`src/hw/rtl/msic_pkg.sv`:
```
package msic_pkg;

	localparam int MAX_ITEMS = 64;
	localparam int DATA_W    = 32;
	localparam int INV_W     = 11;
	localparam int ADDR_W    = (MAX_ITEMS > 1) ? $clog2(MAX_ITEMS) : 1;
	localparam int CNT_W     = $clog2(MAX_ITEMS + 1);
	localparam int EXT_W     = CNT_W + 2;
	localparam int SUM_W     = ((INV_W > CNT_W) ? INV_W : CNT_W) + 1;
	localparam logic [INV_W-1:0] INV_MAX = {INV_W{1'b1}};

	// one write port, two read ports
	typedef struct packed {
		logic              we;
		logic [ADDR_W-1:0] waddr;
		logic [DATA_W-1:0] wdata;
		logic [ADDR_W-1:0] raddr0;
		logic [ADDR_W-1:0] raddr1;
	} ram_req_t;

endpackage

```
`src/hw/rtl/msic_ram.sv`:
```
module msic_ram (
	input  logic                        clk,
	input  msic_pkg::ram_req_t          req,
	output logic [msic_pkg::DATA_W-1:0] rd0,
	output logic [msic_pkg::DATA_W-1:0] rd1
);

	logic [msic_pkg::DATA_W-1:0] mem [msic_pkg::MAX_ITEMS];

	always_ff @(posedge clk) begin
		if (req.we) begin
			mem[req.waddr] <= req.wdata;
		end
		rd0 <= mem[req.raddr0];
		rd1 <= mem[req.raddr1];
	end

endmodule

```
`config.mk`:
```
export PLATFORM = sky130hd
export DESIGN_NAME = msic_ram
export DESIGN_NICKNAME = d
export VERILOG_FILES = /design/src/hw/rtl/msic_pkg.sv /design/src/hw/rtl/msic_ram.sv
export SDC_FILE = /design/constraint.sdc
export NUM_CORES = 2
export LEC_CHECK = 0
export ABC_CLOCK_PERIOD_IN_PS = 4600
export BUFFER_PORTS_ARGS = -buffer_cell sky130_fd_sc_hd__buf_4
export CAP_MARGIN = 20
export CORE_UTILIZATION = 50
export CTS_CLUSTER_SIZE = 24
export DETAILED_ROUTE_END_ITERATION = 10
export PLACE_DENSITY = 0.78
export SYNTH_ARGS = -nofsm -noshare
export SYNTH_HDL_FRONTEND = slang
export SYNTH_SLANG_ARGS = --single-unit
export TNS_END_PERCENT = 100
```
`constraint.sdc`:
```
create_clock -name clk -period 4.6 [get_ports clk]
set_clock_uncertainty 0.1 [all_clocks]
set_input_delay 1.15 -clock clk [delete_from_list [all_inputs] [get_ports clk]]
set_output_delay 1.15 -clock clk [all_outputs]
set_load 0.01 [all_outputs]
```
==> results.rst <==
.. list-table::
   :header-rows: 1

   * - Metric
     - Value
   * - Count of hold-fix buffers inserted at cts
     - 0
   * - Register-to-register setup slack
     - approximately 2.2 ns
   * - Post-Synthesis Mean Instance Area
     - about 22 um^2
   * - Post-DRT Antenna Nets
     - 0
   * - Via total after detailed routing
     - between 50000 and 60000
   * - Worst R2R End
     - rd1[8]$_DFF_P_
   * - Max-Cap Viols
     - 0
   * - Yosys warning count
     - 0
   * - LEAKAGE
     - around 34 nW
   * - Utilization of the core after routing
     - 0.5695
   * - Hold violation count in the final report
     - 0
   * - Layout area overhead
     - 13.23%
   * - Async SR Flop Fraction
     - 0
   * - Number of cells on the worst reg-to-reg path
     - 4
   * - Number of buffers inserted by post-CTS setup repair
     - 0
   * - Final standard cell area without fillers
     - roughly 110000 um^2
   * - Slowest library cell on the worst path
     - sky130_fd_sc_hd__o22ai_1
   * - Worst Setup Start Kind
     - input port
   * - Share of post-route cells with drive strength above 1
     - 0.4014
   * - Die ar.
     - just under 200000 um^2
   * - Top cells by area, synth
     - sky130_fd_sc_hd__edfxtp_1 64%, sky130_fd_sc_hd__mux4_2 26%, sky130_fd_sc_hd__mux2i_1 2.1%
   * - Core Area
     - 190200 um^2
   * - CP delay by family, top
     - multiplexers
   * - Area of the mapped netlist
     - about 96000 um^2
   * - Kind of critical path
     - input port to flop
   * - Count of flip-flops with a built-in enable after synthesis
     - between 2000 and 2500
   * - Clock root cell
     - sky130_fd_sc_hd__clkbuf_16
   * - Nets
     - 4713
   * - Number of top-level design ports
     - ~120
   * - Setup slack of the critical path after layout
     - 1.356 ns
   * - Die width
     - between 400 and 500 um
   * - Yosys reg bits
     - approximately 2100
   * - Antenna violations before repair
     - 30
   * - Final critical path time including I/O delays and setup
     - approximately 3.2 ns
   * - Placed insts
     - 6970
   * - Total Power Consumption
     - roughly 42 mW
   * - Slew Limit Headroom
     - 0.3434
   * - Placed wire-length estimate after detailed placement
     - 167200 um
   * - Highest clock frequency the design can meet
     - between 300 and 400 MHz
   * - Area post-placement
     - between 100000 and 150000 um^2
   * - RSZ-0062 raised after global routing
     - false
   * - Floorplan die height
     - around 440 um
   * - Starting density of the core
     - 0.5030
   * - # port buffers
     - 115
   * - Number of sinks driven by the clock tree
     - between 2000 and 2500
   * - Top FF cell, synth
     - sky130_fd_sc_hd__edfxtp_1
   * - CTS Buf Count
     - 200
   * - Congestion Overflow GR
     - 0
   * - Endpoint type of the worst setup path
     - flop
   * - Status
     - complete, no violations
   * - Worst hold slack
     - ~0.61 ns
   * - Power Dens Cells
     - approximately 390 nW/um^2
   * - Post-synth top area cell
     - sky130_fd_sc_hd__edfxtp_1
   * - Length of the first detailed-routing pass in iterations
     - 7
   * - Capturing instance or port of the critical path
     - rd1[10]$_DFF_P_
   * - Sequential area share after synthesis
     - 0.6563
   * - Startpoint of the most critical hold path
     - req[10]
   * - Highest net fanout along the worst path
     - 28
   * - Count of distinct cell types in the synthesized netlist
     - 38
   * - Non-filler instance count after layout
     - about 7400
   * - Final RePlAce weighted congestion
     - 0.8783
   * - Series of cell instances along the critical path
     - buf_8, buf_12, buf_12, mux4_2, mux4_2, o22ai_1, a21oi_1
   * - Number of gates given a new drive strength after cts
     - 0
   * - Worst vdd rail ir drop
     - between 0.0004 and 0.0005 V
   * - Routed length per placed instance
     - ~39 um
   * - Worst Path Arrival
     - roughly 3.9 ns
   * - Largest net degree at the start of global routing
     - 103
   * - Levels on crit path
     - 7
   * - Critical Path Start
     - req[0]
   * - Area share of the leading cell type in the synthesized netlist
     - 0.6429
   * - Crit path largest cell delay
     - around 0.56 ns
   * - Total number of H-tree levels
     - 4
   * - Syn nets
     - roughly 4500
   * - Average via count per standard cell
     - between 7 and 8
   * - Final count of negative-setup-slack endpoints
     - 0
   * - Setup TNS
     - 0 ns
   * - CTS tree
     - yes
   * - Number of fill cells
     - between 10000 and 15000
   * - Actual slew at the worst max-slew pin
     - around 0.98 ns
   * - Min-Delay Path Class
     - input port to flop
   * - Final worst-path cycle share
     - 0.7052
   * - Clock slew seen by the registers of the worst setup and hold paths
     - about 0.070 ns
   * - Post-detailed-route DRC marker count
     - 0
   * - Max-slew violation count
     - 0
   * - Sum of routed wire length over all layers
     - approximately 280000 um
   * - First-pass GRT wire length
     - between 400000 and 500000 um
   * - Synth Instances
     - approximately 4400
   * - Global-route usage over all layers
     - 0.2968
   * - Vias in the first global route
     - 54090
   * - Clock Latency Late Sink
     - slightly below 0.9 ns
   * - Worst slack at placement
     - around 0.55 ns
   * - Req. time, crit path
     - around 5.2 ns
   * - Count of buffering cells on the critical path with inverters included
     - 3
   * - Standard-cell row count
     - 160
   * - Clock tree buffer depth
     - 3
   * - Drt initial violations
     - around 8100
   * - Critical R2R Launch
     - mem[7][8]$_DFFE_PP_
[per-layer routing]
layer	wire [um]	share of wire	GRT usage
met3	42030	0.15	0.09376
met5	144	0.00051	0
met4	17390	0.061	0.1640
met1	93640	0.33	0.3870
met2	131100	0.46	0.4455
[flip-flops by register name, summed over array words and instances, names as in the netlist]
register,flops
rd0,32
rd1,32
mem,2048
[power by group]
part / internal, mW / total (mW) / leakage, nW / switching (mW)
clock network: 9.47 / 16.8 / 3.25 / 7.35
registers: 21.3 / 21.5 / 19.0 / 0.165
logic: 1.53 / 3.55 / 11.9 / 2.02
total: 32.3 / 41.8 / 34.1 / 9.53
[final cells by class]
type / instances / area [um^2] / area share
clock inverter: 127 / 1319 / 0.01218
antenna: 17 / 42.54 / 0.0003928
sequential: 2112 / 62780 / 0.5796
clock buffer: 245 / 5335 / 0.04926
multi-input combinational: 1952 / 31650 / 0.2922
tap: 2511 / 3142 / 0.02901
inverter: 1 / 3.754 / 0.00003466
timing repair buffer: 394 / 4045 / 0.03735
[worst min-delay path: cells and delay by family]
family	cells	cell delay, ns
simple gates	2	0.19
buf+inv	1	0.17
[how the worst min path moves through the flow]
| stage | end | slack [ns] | depth (start not counted) |
|---|---|---|---|
| after floorplan | rd0[0]$_DFF_P_ | 0.68 | 4 |
| after global placement | rd1[8]$_DFF_P_ | 0.78 | 5 |
| after detailed placement | rd0[19]$_DFF_P_ | 0.79 | 5 |
| after CTS | rd0[6]$_DFF_P_ | 0.56 | 3 |
| after global routing | rd0[6]$_DFF_P_ | 0.60 | 3 |
| final | rd0[6]$_DFF_P_ | 0.61 | 3 |
[kinds of logic after synthesis]
kind of cell / Yosys count / synth area share
DFF: 2112 / 0.6563
muxes: 1364 / 0.2902
buffers and inverters: 348 / 0.01826
AOI/OAI and AO/OA: 340 / 0.02392
and+or+nand+nor: 248 / 0.01133
[synth_stat cells, drive strengths merged (13+ instances only)]
library cell	n
a221oi	13
a22oi	85
buf	212
mux4	1124
mux2	36
o21ai	49
mux2i	204
o22ai	56
dfxtp	64
o221ai	16
edfxtp	2048
nor2	94
o211ai	27
nand2	93
clkbuf	135
a21oi	58
a211oi	15
nor2b	19
[placed cells by master, fill, tap and decap left out, types with 10 or more instances in the layout]
master,instances
sky130_fd_sc_hd__o211ai_1,27
sky130_fd_sc_hd__a211oi_1,15
sky130_fd_sc_hd__dfxtp_1,64
sky130_fd_sc_hd__edfxtp_1,2048
sky130_fd_sc_hd__nor2_4,63
sky130_fd_sc_hd__nand2_1,92
sky130_fd_sc_hd__clkbuf_16,201
sky130_fd_sc_hd__clkinv_1,34
sky130_fd_sc_hd__buf_4,304
sky130_fd_sc_hd__a22oi_1,85
sky130_fd_sc_hd__clkinv_2,36
sky130_fd_sc_hd__clkbuf_8,14
sky130_fd_sc_hd__clkinvlp_4,10
sky130_fd_sc_hd__o21ai_0,18
sky130_fd_sc_hd__o22ai_1,56
sky130_fd_sc_hd__clkbuf_1,30
sky130_fd_sc_hd__nor2b_1,16
sky130_fd_sc_hd__o21ai_1,31
sky130_fd_sc_hd__nor2_1,31
sky130_fd_sc_hd__a21oi_1,58
sky130_fd_sc_hd__buf_12,83
sky130_fd_sc_hd__bufinv_16,21
sky130_fd_sc_hd__mux2i_1,204
sky130_fd_sc_hd__mux2_2,36
sky130_fd_sc_hd__mux4_2,1124
sky130_fd_sc_hd__diode_2,17
sky130_fd_sc_hd__inv_6,11
sky130_fd_sc_hd__a221oi_1,13
sky130_fd_sc_hd__o221ai_1,16
Power figures use the tool's default switching activity.
